**src/mhap_pkg.sv**
```systemverilog
`timescale 1ns / 1ps

package mhap_pkg;

  // addressing mode codes (frame control bits 11:10 and 15:14)
  localparam logic [1:0] MODE_NONE     = 2'd0;
  localparam logic [1:0] MODE_RESERVED = 2'd1;
  localparam logic [1:0] MODE_SHORT    = 2'd2;
  localparam logic [1:0] MODE_EXT      = 2'd3;

  // result error codes
  localparam logic [1:0] ERR_NONE      = 2'd0;
  localparam logic [1:0] ERR_DEST_MODE = 2'd1;
  localparam logic [1:0] ERR_SRC_MODE  = 2'd2;

  // header layout
  localparam logic [4:0] SEQ_END   = 5'd3;
  localparam logic [4:0] SHORT_LEN = 5'd2;
  localparam logic [4:0] EXT_LEN   = 5'd8;
  localparam logic [4:0] PAN_LEN   = 5'd2;

  // one frame byte as it travels from the input register to the parser
  typedef struct packed {
    logic [7:0] data;
    logic       start;
  } mhap_beat_t;

  // one parse result
  typedef struct packed {
    logic [1:0]  dest_mode;
    logic [15:0] dest_pan_id;
    logic [15:0] dest_short_addr;
    logic [63:0] dest_ext_addr;
    logic [1:0]  src_mode;
    logic [15:0] src_pan_id;
    logic [15:0] src_short_addr;
    logic [63:0] src_ext_addr;
    logic [4:0]  header_length;
    logic [1:0]  error_code;
  } mhap_result_t;

endpackage

```
**src/mhap_input_stage.sv**
```systemverilog
`timescale 1ns / 1ps

module mhap_input_stage
  import mhap_pkg::*;
(
  input  logic       clk,
  input  logic       rst,
  input  logic       in_valid,
  output logic       in_ready,
  input  logic [7:0] data_byte,
  input  logic       frame_start,
  input  logic       advance,
  output logic       beat_valid,
  output mhap_beat_t beat
);

  logic beat_valid_next;

  assign in_ready = !beat_valid || advance;

  always_comb begin
    beat_valid_next = beat_valid;
    if (in_valid && in_ready) begin
      beat_valid_next = 1'b1;
    end else if (advance) begin
      beat_valid_next = 1'b0;
    end
  end

  always_ff @(posedge clk) begin
    if (rst) begin
      beat_valid <= 1'b0;
    end else begin
      beat_valid <= beat_valid_next;
    end
  end

  always_ff @(posedge clk) begin
    if (in_valid && in_ready) begin
      beat.data  <= data_byte;
      beat.start <= frame_start;
    end
  end

endmodule

```
**src/mhap_field_parser.sv**
```systemverilog
`timescale 1ns / 1ps

module mhap_field_parser
  import mhap_pkg::*;
(
  input  logic         clk,
  input  logic         rst,
  input  logic         step,
  input  mhap_beat_t   beat,
  output logic         result_valid,
  output mhap_result_t result
);

  logic [4:0]  byte_position, byte_position_next;
  logic        parse_active, parse_active_next;
  logic [15:0] control_word, control_word_next;
  logic [15:0] dest_pan_reg, dest_pan_reg_next;
  logic [63:0] dest_addr_reg, dest_addr_reg_next;
  logic [15:0] src_pan_reg, src_pan_reg_next;
  logic [63:0] src_addr_reg, src_addr_reg_next;

  logic        cur_active;
  logic [4:0]  base_pos;
  logic [15:0] base_cw, cw_full;
  logic [15:0] base_dpan, base_span;
  logic [63:0] base_daddr, base_saddr;
  logic [1:0]  dmode, smode;
  logic        comp;
  logic [4:0]  dlen, slen, span_len;
  logic [4:0]  daddr_at, span_at, saddr_at, hdr_len;
  logic [15:0] dpan_cap, span_cap;
  logic [63:0] daddr_cap, saddr_cap;

  function automatic logic [4:0] addr_len(input logic [1:0] mode);
    logic [4:0] len;
    len = 5'd0;
    if (mode == MODE_SHORT) len = SHORT_LEN;
    if (mode == MODE_EXT) len = EXT_LEN;
    return len;
  endfunction

  // drop byte b into lane (pos - start) when pos falls inside the field
  function automatic logic [63:0] take_byte(input logic [63:0] value,
                                            input logic [4:0] start,
                                            input logic [4:0] len,
                                            input logic [4:0] pos,
                                            input logic [7:0] b);
    logic [63:0] res;
    logic [4:0]  off;
    res = value;
    off = pos - start;
    if (pos >= start && pos < 5'(start + len)) begin
      for (int i = 0; i < 8; i++) begin
        if (off[2:0] == 3'(i)) res[i*8 +: 8] = b;
      end
    end
    return res;
  endfunction

  // a frame start wipes the partial parse before this byte is used
  assign cur_active = beat.start || parse_active;
  assign base_pos   = beat.start ? 5'd0  : byte_position;
  assign base_cw    = beat.start ? 16'd0 : control_word;
  assign base_dpan  = beat.start ? 16'd0 : dest_pan_reg;
  assign base_span  = beat.start ? 16'd0 : src_pan_reg;
  assign base_daddr = beat.start ? 64'd0 : dest_addr_reg;
  assign base_saddr = beat.start ? 64'd0 : src_addr_reg;

  assign cw_full = (base_pos == 5'd1) ? {beat.data, base_cw[7:0]} : base_cw;
  assign dmode   = cw_full[11:10];
  assign smode   = cw_full[15:14];
  assign comp    = cw_full[6];

  assign dlen     = addr_len(dmode);
  assign slen     = addr_len(smode);
  assign daddr_at = SEQ_END + ((dmode != MODE_NONE) ? PAN_LEN : 5'd0);
  assign span_at  = daddr_at + dlen;
  assign span_len = (smode != MODE_NONE && !comp) ? PAN_LEN : 5'd0;
  assign saddr_at = span_at + span_len;
  assign hdr_len  = saddr_at + slen;

  assign dpan_cap  = (dmode != MODE_NONE)
                     ? 16'(take_byte({48'd0, base_dpan}, SEQ_END, PAN_LEN, base_pos,
                                     beat.data))
                     : base_dpan;
  assign daddr_cap = (dmode != MODE_NONE)
                     ? take_byte(base_daddr, daddr_at, dlen, base_pos, beat.data)
                     : base_daddr;
  assign span_cap  = 16'(take_byte({48'd0, base_span}, span_at, span_len, base_pos,
                                   beat.data));
  assign saddr_cap = take_byte(base_saddr, saddr_at, slen, base_pos, beat.data);

  always_comb begin
    byte_position_next = byte_position;
    parse_active_next  = parse_active;
    control_word_next  = control_word;
    dest_pan_reg_next  = dest_pan_reg;
    dest_addr_reg_next = dest_addr_reg;
    src_pan_reg_next   = src_pan_reg;
    src_addr_reg_next  = src_addr_reg;
    result_valid       = 1'b0;
    result             = '0;
    if (step && cur_active) begin
      parse_active_next  = 1'b1;
      control_word_next  = base_cw;
      dest_pan_reg_next  = base_dpan;
      dest_addr_reg_next = base_daddr;
      src_pan_reg_next   = base_span;
      src_addr_reg_next  = base_saddr;
      if (base_pos == 5'd0) begin
        control_word_next  = {8'd0, beat.data};
        byte_position_next = 5'd1;
      end else if (base_pos == 5'd1) begin
        control_word_next = cw_full;
        if (dmode == MODE_RESERVED || smode == MODE_RESERVED) begin
          result_valid       = 1'b1;
          result.dest_mode   = dmode;
          result.src_mode    = smode;
          result.error_code  = (dmode == MODE_RESERVED) ? ERR_DEST_MODE : ERR_SRC_MODE;
          parse_active_next  = 1'b0;
          byte_position_next = 5'd0;
        end else begin
          byte_position_next = 5'd2;
        end
      end else begin
        dest_pan_reg_next  = dpan_cap;
        dest_addr_reg_next = daddr_cap;
        src_pan_reg_next   = span_cap;
        src_addr_reg_next  = saddr_cap;
        if (5'(base_pos + 5'd1) < hdr_len) begin
          byte_position_next = 5'(base_pos + 5'd1);
        end else begin
          result_valid           = 1'b1;
          result.dest_mode       = dmode;
          result.dest_pan_id     = (dmode != MODE_NONE) ? dpan_cap : 16'd0;
          result.dest_short_addr = (dmode == MODE_SHORT) ? daddr_cap[15:0] : 16'd0;
          result.dest_ext_addr   = (dmode == MODE_EXT) ? daddr_cap : 64'd0;
          result.src_mode        = smode;
          if (smode != MODE_NONE) begin
            if (comp) begin
              result.src_pan_id = (dmode != MODE_NONE) ? dpan_cap : 16'd0;
            end else begin
              result.src_pan_id = span_cap;
            end
          end
          result.src_short_addr  = (smode == MODE_SHORT) ? saddr_cap[15:0] : 16'd0;
          result.src_ext_addr    = (smode == MODE_EXT) ? saddr_cap : 64'd0;
          result.header_length   = hdr_len;
          result.error_code      = ERR_NONE;
          parse_active_next      = 1'b0;
          byte_position_next     = 5'd0;
        end
      end
    end
  end

  always_ff @(posedge clk) begin
    if (rst) begin
      byte_position <= 5'd0;
      parse_active  <= 1'b0;
      control_word  <= 16'd0;
      dest_pan_reg  <= 16'd0;
      dest_addr_reg <= 64'd0;
      src_pan_reg   <= 16'd0;
      src_addr_reg  <= 64'd0;
    end else begin
      byte_position <= byte_position_next;
      parse_active  <= parse_active_next;
      control_word  <= control_word_next;
      dest_pan_reg  <= dest_pan_reg_next;
      dest_addr_reg <= dest_addr_reg_next;
      src_pan_reg   <= src_pan_reg_next;
      src_addr_reg  <= src_addr_reg_next;
    end
  end

`ifndef SYNTHESIS
  // a result always ends the frame
  a_result_goes_idle: assert property (@(posedge clk) disable iff (rst)
    result_valid |=> !parse_active && byte_position == 5'd0)
    else $error("parser still active after a result");

  // idle parser never sits mid-header
  a_idle_at_zero: assert property (@(posedge clk) disable iff (rst)
    !parse_active |-> byte_position == 5'd0)
    else $error("idle parser with nonzero byte position");
`endif

endmodule

```
**src/mhap_output_stage.sv**
```systemverilog
`timescale 1ns / 1ps

module mhap_output_stage
  import mhap_pkg::*;
(
  input  logic         clk,
  input  logic         rst,
  input  logic         load,
  input  mhap_result_t result_in,
  input  logic         out_ready,
  output logic         out_valid,
  output mhap_result_t result
);

  logic out_valid_next;

  always_comb begin
    out_valid_next = out_valid;
    if (load) begin
      out_valid_next = 1'b1;
    end else if (out_ready) begin
      out_valid_next = 1'b0;
    end
  end

  always_ff @(posedge clk) begin
    if (rst) begin
      out_valid <= 1'b0;
    end else begin
      out_valid <= out_valid_next;
    end
  end

  always_ff @(posedge clk) begin
    if (load) begin
      result <= result_in;
    end
  end

endmodule

```
**src/mac_header_address_parser_unit.sv**
```systemverilog
`timescale 1ns / 1ps

// 802.15.4 mac header address field parser
//
// input channel: one frame byte per beat on data_byte, with frame_start set on
// the first byte of each frame (in_valid / in_ready). bytes that arrive while
// no frame is open are dropped. a new frame_start discards any partial parse.
//
// output channel: at most one result beat per frame (out_valid / out_ready)
// carrying both addressing modes, pan ids, short and extended addresses,
// header length and an error code. a reserved mode ends the frame right after
// the second control byte with only the modes and the error code filled in.
//
// timing: a byte is captured in the input register, then parsed into the
// output register once that register can take a result, so out_valid rises
// after the last header byte has passed through both registers. throughput is
// one byte per cycle while no result waits on out_ready, set by the
// combinational field capture between the two registers.
//
// reset (rst, synchronous) empties both registers and returns the parser to
// idle. while out_ready holds a waiting result, any byte in the input register
// waits too, and in_ready drops once that register is full.

module mac_header_address_parser_unit
  import mhap_pkg::*;
(
  input  logic        clk,
  input  logic        rst,
  input  logic        in_valid,
  output logic        in_ready,
  input  logic [7:0]  data_byte,
  input  logic        frame_start,
  output logic        out_valid,
  input  logic        out_ready,
  output logic [1:0]  dest_mode,
  output logic [15:0] dest_pan_id,
  output logic [15:0] dest_short_addr,
  output logic [63:0] dest_ext_addr,
  output logic [1:0]  src_mode,
  output logic [15:0] src_pan_id,
  output logic [15:0] src_short_addr,
  output logic [63:0] src_ext_addr,
  output logic [4:0]  header_length,
  output logic [1:0]  error_code
);

  logic         beat_valid;
  mhap_beat_t   beat;
  logic         advance;
  logic         result_valid;
  mhap_result_t parse_result;
  mhap_result_t result;

  // the byte in the input register moves on whenever the output register can
  // take a result this cycle (empty or being drained)
  assign advance = beat_valid && (!out_valid || out_ready);

  mhap_input_stage u_input (
    .clk         (clk),
    .rst         (rst),
    .in_valid    (in_valid),
    .in_ready    (in_ready),
    .data_byte   (data_byte),
    .frame_start (frame_start),
    .advance     (advance),
    .beat_valid  (beat_valid),
    .beat        (beat)
  );

  // frame state and field capture, one byte per step
  mhap_field_parser u_parser (
    .clk          (clk),
    .rst          (rst),
    .step         (advance),
    .beat         (beat),
    .result_valid (result_valid),
    .result       (parse_result)
  );

  mhap_output_stage u_output (
    .clk       (clk),
    .rst       (rst),
    .load      (result_valid),
    .result_in (parse_result),
    .out_ready (out_ready),
    .out_valid (out_valid),
    .result    (result)
  );

  // unpack the result register onto the field ports
  assign dest_mode       = result.dest_mode;
  assign dest_pan_id     = result.dest_pan_id;
  assign dest_short_addr = result.dest_short_addr;
  assign dest_ext_addr   = result.dest_ext_addr;
  assign src_mode        = result.src_mode;
  assign src_pan_id      = result.src_pan_id;
  assign src_short_addr  = result.src_short_addr;
  assign src_ext_addr    = result.src_ext_addr;
  assign header_length   = result.header_length;
  assign error_code      = result.error_code;

`ifndef SYNTHESIS
  // error results carry no header length
  a_err_no_length: assert property (@(posedge clk) disable iff (rst)
    out_valid && error_code != ERR_NONE |-> header_length == 5'd0)
    else $error("error result with nonzero header length");

  // good results cover at least control word and sequence number
  a_ok_min_length: assert property (@(posedge clk) disable iff (rst)
    out_valid && error_code == ERR_NONE |-> header_length >= SEQ_END)
    else $error("good result shorter than minimum header");

  // absent destination leaves its fields at zero
  a_no_dest_zero: assert property (@(posedge clk) disable iff (rst)
    out_valid && dest_mode == MODE_NONE |-> dest_pan_id == 16'd0 &&
      dest_short_addr == 16'd0 && dest_ext_addr == 64'd0)
    else $error("destination fields set with no destination");

  // the parser never overwrites a result that is still waiting
  a_no_overwrite: assert property (@(posedge clk) disable iff (rst)
    result_valid |-> !out_valid || out_ready)
    else $error("result produced while output register is held");
`endif

endmodule

```
**config.mk**
```make
export PLATFORM = sky130hd
export DESIGN_NAME = mac_header_address_parser_unit
export DESIGN_NICKNAME = d
export VERILOG_FILES = /design/src/mhap_pkg.sv /design/src/mhap_input_stage.sv /design/src/mhap_field_parser.sv /design/src/mhap_output_stage.sv /design/src/mac_header_address_parser_unit.sv
export SDC_FILE = /design/constraint.sdc
export NUM_CORES = 1
export LEC_CHECK = 0
export ABC_CLOCK_PERIOD_IN_PS = 11800
export BUFFER_PORTS_ARGS = -buffer_cell sky130_fd_sc_hd__buf_2
export CORE_MARGIN = 10
export CORE_UTILIZATION = 58
export CTS_CLUSTER_DIAMETER = 40
export CTS_CLUSTER_SIZE = 24
export DETAILED_ROUTE_END_ITERATION = 10
export PLACE_DENSITY = 0.84
export SLEW_MARGIN = 20
export SYNTH_ARGS = -nofsm -noshare
export SYNTH_HDL_FRONTEND = slang
export SYNTH_SLANG_ARGS = --single-unit
export TNS_END_PERCENT = 5
```
**constraint.sdc**
```tcl
create_clock -name clk -period 11.8 [get_ports clk]
set_input_delay 1.18 -clock clk [delete_from_list [all_inputs] [get_ports clk]]
set_output_delay 1.18 -clock clk [all_outputs]
set_load 0.02 [all_outputs]
```
==> Word-level counts from Yosys, hierarchy flattened <==
Index checks and enable logic that the tools add are counted.
{ "classes": {"add_sub_neg": 9, "shift": 0, "n_reduce_logical": 31, "n_eq_ne": 23, "div": 0, "n_bitwise": 6, "n_lt_le_gt_ge": 9, "mul": 0, "muxes": 81} }
{ "op_table": {"columns": ["cell", "n"], "rows": [
  ["$mux W64", 11],
  ["$mux W16", 18],
  ["$mux W203", 1],
  ["$mux W8", 20],
  ["$reduce_or A5 Y1", 5],
  ["$eq A3 B3 Y1 const B", 8],
  ["$mux W2", 12],
  ["$lt A5 B5 Y1", 4],
  ["$mux W5", 4],
  ["$ge A5 B5 Y1", 3],
  ["$mux W1", 13],
  ["$eq A3 B1 Y1 const B", 4],
  ["$eq A3 B2 Y1 const B", 4],
  ["$logic_not A3 Y1", 4],
  ["$add A5 B4 Y5", 2],
  ["$sub A3 B3 Y3", 3],
  ["$eq A2 B2 Y1 const B", 4],
  ["$logic_and A1 B1 Y1", 8],
  ["$mux W4", 2],
  ["$reduce_bool A2 Y1", 4],
  ["$not A1 Y1", 6],
  ["$add A5 B1 Y5 const B", 1],
  ["$add A5 B2 Y5", 1],
  ["$eq A5 B1 Y1 const B", 1],
  ["other kinds (10)", 16]
]} }
{ "word_totals": {"wordCells": 180, "mem_bits_rw": 0, "memories": 0, "output_inout_bits": 205, "ff_bits": 396, "latchBits": 0, "romBits": 0} }

==> Longest topological paths before layout <==
Gate-level depths: netlist of the first run.
{ "depth": {"depth_word": 15, "ltp_mapped": 27, "ltp_nobuf": 21} }

==> Cells and area by module <==
A second synthesis of the first run with hierarchy kept.
{ "unflattened": {"cells_unflattened": 1600, "area_unflattened_um2": 17244.0} }
{ "modules_own_cells": {"columns": ["mod", "area_each_um2", "cells_per_inst", "n_inst"], "rows": [
  ["mhap_field_parser", 10772.8, 1377, 1],
  ["mhap_output_stage", 6134.6, 207, 1],
  ["mhap_input_stage", 325.3, 14, 1],
  ["mac_header_address_parser_unit", 11.3, 2, 1]
]} }

==> Least setup slack after synthesis of the first run <==
OpenSTA, ideal clock, no wires.
{ "synth_timing": {"path_type": "register -> register", "start": "register u_input.beat[0] (netlist name)", "end": "register u_output.result[0] (netlist name)", "stages_incl_launch_ff": 24, "path_slack_ns": 2.516, "required_ns": 11.246, "setup_ns": 0.554, "t_arrival_ns": 8.730, "cell_sequence": "edfxtp_1 > buf_2 > inv_1 > clkbuf_1 > clkbuf_1 > clkbuf_1 > nand2_1 > ha_1 > a211o_1 > nand2_1 > inv_1 > ha_1 > ha_1 > ha_1 > xnor2_1 > ha_1 > a31oi_1 > xnor2_1 > ha_1 > nand2_1 > o21a_1 > nor2_2 > a21oi_1 > inv_1"} }
{ "synth_between": {"elab_chain_cells": 14, "word_cells_on_any_way": 35} }
{ "synth_lines": {"columns": ["element", "line", "source"], "rows": [
  ["$mux W5", "mhap_field_parser.sv:62", "assign base_pos = beat.start ? 5'd0 : byte_position;"],
  ["$eq A5 B1 Y1", "mhap_field_parser.sv:69, mhap_field_parser.sv:113", null],
  ["$mux W16", "mhap_field_parser.sv:69", "assign cw_full = (base_pos == 5'd1) ? {beat.data, base_cw[7:0]} : base_cw;"],
  ["$reduce_bool A2 Y1 / $eq A2 B2 Y1 (equally long branches)", "mhap_field_parser.sv:76, mhap_field_parser.sv:37", null],
  ["$mux W2, on equally long branches", "mhap_field_parser.sv:76, mhap_field_parser.sv:37", null],
  ["$add A2 B2 Y3 / $mux W4 (equally long branches)", "mhap_field_parser.sv:76, mhap_field_parser.sv:38", null],
  ["$add A5 B4 Y5", "mhap_field_parser.sv:77", "assign span_at = daddr_at + dlen;"],
  ["$add A5 B2 Y5", "mhap_field_parser.sv:79", "assign saddr_at = span_at + span_len;"],
  ["$add A5 B4 Y5", "mhap_field_parser.sv:80", "assign hdr_len = saddr_at + slen;"],
  ["$lt A5 B5 Y1", "mhap_field_parser.sv:130", "if (5'(base_pos + 5'd1) < hdr_len) begin"],
  ["$mux W1", "mhap_field_parser.sv:130", null],
  ["$mux W1", "mhap_field_parser.sv:113", "end else if (base_pos == 5'd1) begin"],
  ["$mux W1", "mhap_field_parser.sv:110", "if (base_pos == 5'd0) begin"],
  ["$mux W1 (*)", "mhap_field_parser.sv:103", "if (step && cur_active) begin"],
  ["net result_valid", "mac_header_address_parser_unit.sv:50", "logic result_valid;"]
]} }
Mark *: on every way through the listed nets, which the timed path passes. The rest lies on a longest branch.
A chain may end at the register's enable or synchronous reset.

==> Worst setup path after layout of the first run <==
{ "layout_timing": {"start": "register u_input.beat[0] (netlist name)", "end": "register u_output.result[57] (netlist name)"} }
{ "layout_between": {"elab_chain_cells": 14, "word_cells_on_any_way": 35} }
{ "layout_lines": {"columns": ["element", "line"], "rows": [
  ["$mux W5", "mhap_field_parser.sv:62"],
  ["$eq A5 B1 Y1", "mhap_field_parser.sv:69, mhap_field_parser.sv:113"],
  ["$mux W16", "mhap_field_parser.sv:69"],
  ["$reduce_bool A2 Y1 / $eq A2 B2 Y1 (equally long branches)", "mhap_field_parser.sv:76, mhap_field_parser.sv:37"],
  ["$mux W2, on equally long branches", "mhap_field_parser.sv:76, mhap_field_parser.sv:37"],
  ["$add A2 B2 Y3 / $mux W4 (equally long branches)", "mhap_field_parser.sv:76, mhap_field_parser.sv:38"],
  ["$add A5 B4 Y5", "mhap_field_parser.sv:77"],
  ["$add A5 B2 Y5", "mhap_field_parser.sv:79"],
  ["$add A5 B4 Y5", "mhap_field_parser.sv:80"],
  ["$lt A5 B5 Y1", "mhap_field_parser.sv:130"],
  ["$mux W1", "mhap_field_parser.sv:130"],
  ["$mux W1", "mhap_field_parser.sv:113"],
  ["$mux W1", "mhap_field_parser.sv:110"],
  ["$mux W1 (*)", "mhap_field_parser.sv:103"],
  ["net result_valid", "mac_header_address_parser_unit.sv:50"]
]} }
Marks and branches as above.

==> run summary, run 1 <==
The ratio of routed vias to standard cells came out at 6.251. The synthesis warning total is 0. The flow ran to the end, and the final reports show no timing, DRC or antenna violations. The effective utilization at floorplan came out at 58.82%. The worst setup path startpoint is u_input.beat[0].

Adding up every negative setup slack in the final design gives 0 ns. The category of the critical setup timing path is register to register. In this run, post-CTS hold repair placed 0 buffers. STA classifies the critical path endpoint as a register. The global routing usage summed across all routing layers came out at 25.75%. 218 I/O pins were placed. The overall die area came out at 0.03642 mm2.

The logic depth of the worst path, buffers included is 22. The worst-case IR drop observed on VDD is 119.4 uV. The number of max-cap violations came out at 0. The required time at the worst-slack endpoint came out at 11.95 ns.

The power per cell area is 148.4 mW/mm2. The die boundary height came out at 190.8 um. The number of iterations in the first detailed-routing pass came out at 6.

In this run the worst setup path terminates at u_output.result[57]. In this design, the largest share of critical-path delay is due to buffers and inverters. Subtracting the final worst setup slack from the clock period gives 7.713 ns. The post-detailed-placement cell area is 0.01803 mm2. After synthesis the netlist holds a flip-flop and latch count of 385. The number of setup buffers added after CTS is 0. In the routed design, unresolved DRC markers number 0. The register-to-register path setup slack is 4.09 ns. For this run, the slowest stage of the critical path takes 0.85 ns. sky130_fd_sc_hd__edfxtp_1 is the most common cell in the netlist. TritonCTS built the clock tree. The part of the cycle the worst path needs came out at 65.36%.

Summed over all instances, the cell type with the most area after synthesis is sky130_fd_sc_hd__edfxtp_1. The congestion estimate from routability-driven global placement came to 0.9460. The core footprint is 0.02878 mm2. Of the cells placed in the final design, the portion with a size suffix greater than 1 is 19.66%. In the synthesized netlist the dominant register cell turns out to be sky130_fd_sc_hd__edfxtp_1. The sort of element at the start of the critical path is a register. OpenSTA, run right after detailed placement, puts the worst setup slack at 4.231 ns. The number of max-slew violations in the final report came out at 0. The slack of the critical path came out at 4.087 ns. The HPWL after detailed placement came out at 30.90 mm. The number of failing setup endpoints in the final timing report came out at 0. For this run, the share of the core covered by cells in the final layout is 67.91%. The count of flip-flops with a built-in enable after synthesis is 212.

The largest individual stage delay along the critical path comes from the cell sky130_fd_sc_hd__clkinv_2. The clock-pin slew of the registers on the worst-case setup and hold paths came out at 0.06 ns. The worst slew slack as a fraction of its limit came out at 31.00%. The combined area of all synthesized cells came out at 0.01693 mm2.

The die boundary width is 190.8 um. The total via count in the routed design is 13,495. The initialized floorplan defines 62 standard-cell rows. The finished cells cover 0.01954 mm2. The cell count after synthesis came out at 1,599.

The H-tree level count is 2. After detailed routing, the average wire length per cell comes to 22.36 um. The initial antenna violation count is 0.

Setup repair after global routing left no endpoint under its margin. The tree is rooted in a sky130_fd_sc_hd__clkbuf_16. The via count of the first global-routing pass came out at 13,178. The async set-reset flop share out of synthesis is 0%. The total nets after synthesis came out at 1,638. The total number of nets in the final design is 1,780. The number of antenna repair diodes is 0. Ranked by instance count, the synthesized netlist is headed by sky130_fd_sc_hd__edfxtp_1 (212), sky130_fd_sc_hd__dfxtp_1 (173), sky130_fd_sc_hd__nor2_1 (156). The wire length of the first global-routing pass is 74.31 mm. The flip-flop count of the largest register, all copies and words added is 203. The clock latency at the later pin of the worst-skew pair came out at 0.55 ns. The detail route stage leaves a number of antenna-violating nets equal to 0. The number of violations reported at the end of detailed-routing iteration 0 came out at 1,597. The final routed wirelength across all metal layers is 48.27 mm. Each instance of the synthesized netlist takes up on average 10.59 um2. The number of sinks handled by clock tree synthesis came out at 385.

In this run the critical register-to-register path is launched from u_input.beat[0]. The count of port buffers added during placement came out at 217. The hold violation total from the final report came out at 0. The post-placement cell count came out at 2,080.

For this run the aggregate overflow at the end of global routing stands at 0. The total of cells resized after clock tree synthesis came out at 0. The layout-stage area growth over the synthesis result is 15.46%. Of the synthesized area, sequential elements account for 58.07%. In this run the deepest clock path goes through 3 buffers. Sorting the synthesized cells by area gives the leading types as sky130_fd_sc_hd__edfxtp_1 (38%), sky130_fd_sc_hd__dfxtp_1 (20%), sky130_fd_sc_hd__o2bb2ai_1 (5.0%), sky130_fd_sc_hd__a21oi_1 (4.3%), sky130_fd_sc_hd__nor2_1 (3.5%). The static leakage is 6.142 nW. Clock tree synthesis inserted a total of 43 buffers. The endpoint identified for the worst register-to-register timing path is u_output.result[57]. The number of cells on the worst reg-to-reg path came out at 22.

Of the post-synthesis cell area, the dominant cell type holds 37.61%. The worst hold path belongs to the class register to register. Entering global routing, the biggest net connects 86 pins. The transition at the pin with the smallest max-transition slack is 1.035 ns. The post-route non-filler standard cell count is 2,159. The number of distinct library cells after synthesis came out at 68. The most numerous cell type found on the critical path is sky130_fd_sc_hd__ha_1.

The critical path goes through buf_4 > clkinv_2 > nand2_1 > ha_1 > o21ai_0 > a21o_1 > nand2_1 > inv_1 > ha_1 > ha_1 > ha_1 > xnor2_1 > ha_1 > a31oi_1 > xnor2_1 > ha_1 > nand2_1 > o21a_1 > nor2_2 > a21oi_1 > inv_6 > buf_4. The top fanout value on the critical path came out at 82. At the worst endpoint, the arrival time is 7.87 ns. Together, buffers and inverters on the worst path number 5. The worst clock skew came out at 0.03103 ns. Based on the critical path, the design can be clocked at up to 129.7 MHz.
[layer usage]
metal	wire length [um]	vias up	GRT usage (%)	share of wire (%)
li1	-	6139	-	-
met1	18570	6451	32.99	38
met2	23120	793	41.89	48
met3	5087	112	5.724	11
met4	1495	0	9.721	3.1
met5	0	-	0	0
[placed cells by master (no fill, tap or decap), types with 40 or more instances in the layout]
master	synthesis	layout
sky130_fd_sc_hd__o2bb2ai_1	97	97
sky130_fd_sc_hd__nor2_1	156	156
sky130_fd_sc_hd__edfxtp_1	212	212
sky130_fd_sc_hd__nand3_1	111	111
sky130_fd_sc_hd__a21oi_1	147	147
sky130_fd_sc_hd__dfxtp_1	173	173
sky130_fd_sc_hd__nand2_1	142	141
sky130_fd_sc_hd__o21ai_0	41	40
sky130_fd_sc_hd__buf_2	55	217
sky130_fd_sc_hd__nor2b_1	46	46
sky130_fd_sc_hd__mux2i_1	43	43
sky130_fd_sc_hd__clkbuf_16	0	48
[where the power goes]
group | total [W] | internal, W | switching [W]
Sequential | 0.00141 | 0.00141 | 0.00000263
Clock | 0.00138 | 0.000788 | 0.000589
Combinational | 0.000115 | 0.0000196 | 0.0000950
Total | 0.00290 | 0.00221 | 0.000686
[worst min-delay path by stage]
stage | startpoint | end | slack, ns | cells after the start
detailed placement | u_parser.src_addr_reg[6] | u_parser.src_addr_reg[6] | 0.44 | 1
floorplan | u_parser.dest_addr_reg[0] | u_parser.dest_addr_reg[0] | 0.42 | 1
global route | u_parser.src_addr_reg[49] | u_parser.src_addr_reg[49] | 0.47 | 1
global placement | u_parser.src_addr_reg[7] | u_parser.src_addr_reg[7] | 0.44 | 1
finish | u_parser.src_addr_reg[3] | u_parser.src_addr_reg[3] | 0.46 | 1
CTS | u_parser.src_addr_reg[3] | u_parser.src_addr_reg[3] | 0.46 | 1
[through the flow]
step	total power, W	hold WS (ns)
after detailed placement	0.001547	0.4388
after floorplan	0.001508	0.4247
after CTS	0.002903	0.4607
after global routing	0.002973	0.4737
final	0.002900	0.4572
after global placement	0.001546	0.4363
[logic make-up after synthesis]
group	synth area share [%]
AND/OR/NAND/NOR	16.04
XOR/XNOR	0.6209
buffers and inverters	4.176
multiplexers	2.543
adder cells (fa/ha/maj)	1.922
flip-flops	58.07
AO/OA/AOI/OAI	16.63
[layout make-up]
class / count / area, um2
flip-flops and latches: 385 / 9829
fillers: 2125 / 9236
multi-input cells: 1051 / 6416
clock buffers: 52 / 1216
repair buffers: 233 / 1206
well taps: 384 / 480.5
clock inverters: 27 / 287.8
inverters: 27 / 107.6
[worst reg2reg max path, stage by stage (launching register included)]
cell,delay [ns]
sky130_fd_sc_hd__edfxtp_1,0.33
sky130_fd_sc_hd__buf_4,0.58
sky130_fd_sc_hd__clkinv_2,0.88
sky130_fd_sc_hd__nand2_1,0.42
sky130_fd_sc_hd__ha_1,0.27
sky130_fd_sc_hd__o21ai_0,0.14
sky130_fd_sc_hd__a21o_1,0.25
sky130_fd_sc_hd__nand2_1,0.20
sky130_fd_sc_hd__inv_1,0.09
sky130_fd_sc_hd__ha_1,0.28
sky130_fd_sc_hd__ha_1,0.23
sky130_fd_sc_hd__ha_1,0.20
sky130_fd_sc_hd__xnor2_1,0.21
sky130_fd_sc_hd__ha_1,0.28
sky130_fd_sc_hd__a31oi_1,0.21
sky130_fd_sc_hd__xnor2_1,0.17
sky130_fd_sc_hd__ha_1,0.33
sky130_fd_sc_hd__nand2_1,0.07
sky130_fd_sc_hd__o21a_1,0.23
sky130_fd_sc_hd__nor2_2,0.42
sky130_fd_sc_hd__a21oi_1,0.26
sky130_fd_sc_hd__inv_6,0.36
sky130_fd_sc_hd__buf_4,0.82
Power figures use the tool's default switching activity.
==> inputs of run 2 (changes only) <==
ABC_CLOCK_PERIOD_IN_PS = 6600   (was 11800)
CORE_UTILIZATION = 52   (was 58)
PLACE_DENSITY = 0.8   (was 0.84)
clock period = 6.6 ns   (was 11.8 ns; I/O delays follow)
==> run summary, run 2 (synthesis gave the netlist of run 1 again) <==
The run finished with clean final reports. The total number of nets in the final design came to 1,789 (+0.51%). The static leakage came to 6.200 nW (+0.94%). The weighted congestion at the end of routability-driven global placement came out at 0.9555 (+1.0%). The effective utilization at floorplan is 52.43% (-6.4 points). The core footprint is 0.03229 mm2 (+12%). The share of the core filled with cells in the final layout is 61.38% (-6.5 points). The die boundary width came out at 200.4 um (+5.0%).

In the layout the commonest cells are sky130_fd_sc_hd__buf_2 (217), sky130_fd_sc_hd__edfxtp_1 (212), sky130_fd_sc_hd__dfxtp_1 (173), sky130_fd_sc_hd__nor2_1 (156), sky130_fd_sc_hd__a21oi_1 (145). The worst setup path is captured at a register. The largest net degree at the start of global routing is 165 (+92%). The worst clock skew is 0.03085 ns (-0.0001832 ns). The count of standard-cell rows came to 66 (+6.5%). The number of buffers inserted by hold repair at cts came out at 0 (unchanged).

The number of fill cells in the layout came out at 2,558 (+20%). The number of max-slew violations in the final report is 0 (unchanged). The post-detailed-placement cell area is 0.01827 mm2 (+1.3%). The accumulated negative setup slack is 0 ns (unchanged). The number of cells on the worst reg-to-reg path came out at 20 (-9.1%).

The H-tree level count came to 2 (unchanged). The remaining routing DRC violations came to 0 (unchanged). The initial antenna violation count came out at 0 (unchanged). The maximum ir drop on the vdd rail came to 173.1 uV (+45%). The category of the critical setup timing path is register to register.

The sort of element at the start of the critical path is a register. The power per cell area came out at 264.9 mW/mm2 (+79%). The residual antenna-violating net count after detailed routing is 0 (unchanged). The residual overflow from global routing is 0 (unchanged). The ratio of routed vias to standard cells is 6.029 (-3.5%).

The number of setup buffers added after CTS was 0 (unchanged). The top fanout value on the critical path is 20 (-76%). The largest stage delay on the critical path is 0.61 ns (-0.24 ns). The number of antenna repair diodes came to 0 (unchanged). The number of failing setup endpoints in the final timing report came out at 0 (unchanged).

The layout-stage area growth over the synthesis result came out at 17.09%. The part of the cycle the worst path needs is 85.54% (+20 points). The total via count in the routed design is 13,432 (-0.47%). The cell depth of the worst min-delay path is 1 (unchanged). The die boundary height is 200.4 um (+5.0%). The count of port buffers added during placement came out at 217 (unchanged). Leaving out fill and tap cells, the most frequent cell in the layout is sky130_fd_sc_hd__buf_2. The path class of the lowest-slack min-delay path is input port to register. The number of buffers added by the clock tree synthesis step is 44 (+2.3%). The clock-pin slew of the registers on the worst-case setup and hold paths is 0.06 ns (about the same). The cell that appears most often on the critical path is sky130_fd_sc_hd__ha_4. The flip-flop count of the largest register, all copies and words added came out at 203 (unchanged). The flip-flop and latch area came out at 0.009829 mm2 (unchanged). The number of sinks handled by clock tree synthesis is 385 (unchanged). The clock latency at the later pin of the worst-skew pair is 0.56 ns (about the same). The count of pins on the block boundary came out at 218 (unchanged).

The global routing usage summed across all routing layers is 23.75% (-2.0 points). The via count of the first global-routing pass is 12,981 (-1.5%). The worst-case clock buffer depth is 3 (unchanged).

The overall die area is 0.04017 mm2 (+10%). The hold violation total from the final report was 0 (unchanged). The transition at the pin with the smallest max-transition slack is 1.044 ns (+0.008795 ns). The number of max-cap violations came to 0 (unchanged). The slowest stage of the critical path is the sky130_fd_sc_hd__nor3_2 cell. The required time at the worst-slack endpoint came to 7.01 ns (-4.94 ns).

Setup repair after global routing left no endpoint under its margin. The post-layout minimum cycle time came out at 5.645 ns (-2.067 ns). The CTS tree is built. The routed wire length per instance is 22.27 um (-0.40%). The worst slew slack as a fraction of its limit is 30.15% (-0.84 points). The root buffer cell is sky130_fd_sc_hd__clkbuf_16. The share of post-route cells with drive strength above 1 is 20.77% (+1.1 points). The total non-filler cell area in the finished layout is 0.01982 mm2 (+1.4%). Traced cell by cell, the critical path runs through nand2b_2 > inv_2 > ha_4 > o21ai_2 > nand3b_1 > o31ai_4 > ha_4 > ha_4 > ha_4 > xnor2_2 > ha_1 > a31oi_1 > xnor2_1 > ha_1 > nand2_1 > a21o_1 > o2111ai_2 > nor3_2 > o21ai_1 > o2bb2ai_1.

The final routed wirelength across all metal layers is 49.62 mm (+2.8%). The number of violations reported at the end of detailed-routing iteration 0 is 1,660 (+3.9%). The HPWL after detailed placement is 32.20 mm (+4.2%). The multi-input combinational cell area came out at 0.006514 mm2 (+1.5%). The data arrival time of the critical path came to 6.05 ns (-1.82 ns). The wire length of the first global-routing pass is 76.51 mm (+3.0%). The register-to-register path setup slack is 0.95 ns (-3.13 ns). The total of cells resized after clock tree synthesis is 0 (unchanged). The timing-limited maximum frequency was 177.1 MHz (+37%). The number of iterations in the first detailed-routing pass was 5 (-1).
[run 2: cell types whose count changed in the layout (fill, tap and decap cells not counted), sizes merged]
cell / change
buf: +8
clkinv: +4
bufinv: +3
inv: -4
clkbuf: -2
clkinvlp: +2
[run 2: routing by layer]
| layer | routed length [um] | global-route usage [%] | up-vias |
|---|---|---|---|
| met5 | 0 | 0 | - |
| met4 | 1545 | 9.007 | 0 |
| met3 | 4748 | 5.519 | 121 |
| met2 | 22930 | 37.09 | 758 |
| met1 | 20390 | 31.59 | 6390 |
| li1 | - | - | 6163 |
[run 2: final cells by class]
type	count	share of cell area (%)
Clock buffer	50	5.827
Multi-Input combinational cell	1051	32.86
Clock inverter	32	1.837
Sequential cell	385	49.59
Tap cell	442	2.790
Inverter	27	0.5366
Timing Repair Buffer	241	6.553
[run 2: worst max-delay path, delay by kind of cell, from the launching register on]
kind | cells | cell delay (ns)
compound gates | 7 | 1.63
fa+ha+maj | 6 | 1.46
simple gates | 4 | 1.26
xor+xnor | 2 | 0.47
flops | 1 | 0.46
buf+inv | 1 | 0.25
[run 2: final timing paths]
check	to	startpoint
min reg2reg	u_parser.dest_addr_reg[11]	u_parser.dest_addr_reg[11]
min	u_input.beat[5]	data_byte[4]
max	u_parser.src_addr_reg[24]	u_input.beat[0]
max reg2reg	u_parser.src_addr_reg[24]	u_input.beat[0]
[run 2: where the power goes]
part           internal [W]  total (W)  switching (W)
sequential          0.00251    0.00252     0.00000809
combinational     0.0000421   0.000215       0.000173
clock               0.00146    0.00251        0.00106
total               0.00401    0.00525        0.00124
[run 2: metrics by stage]
stage | std cells | power, W | hold slack, ns | worst slack (ns)
6_report | 2228 | 0.005250 | 0.2905 | 0.9545
5_1_grt | 2228 | 0.005382 | 0.2768 | 0.5863
4_1_cts | 2227 | 0.005264 | 0.2783 | 1.079
3_5_place_dp | 2145 | 0.002778 | 0.4387 | 1.079
3_3_place_gp | 2145 | 0.002775 | 0.4369 | 1.225
2_1_floorplan | 1599 | 0.002704 | 0.4247 | -0.8030
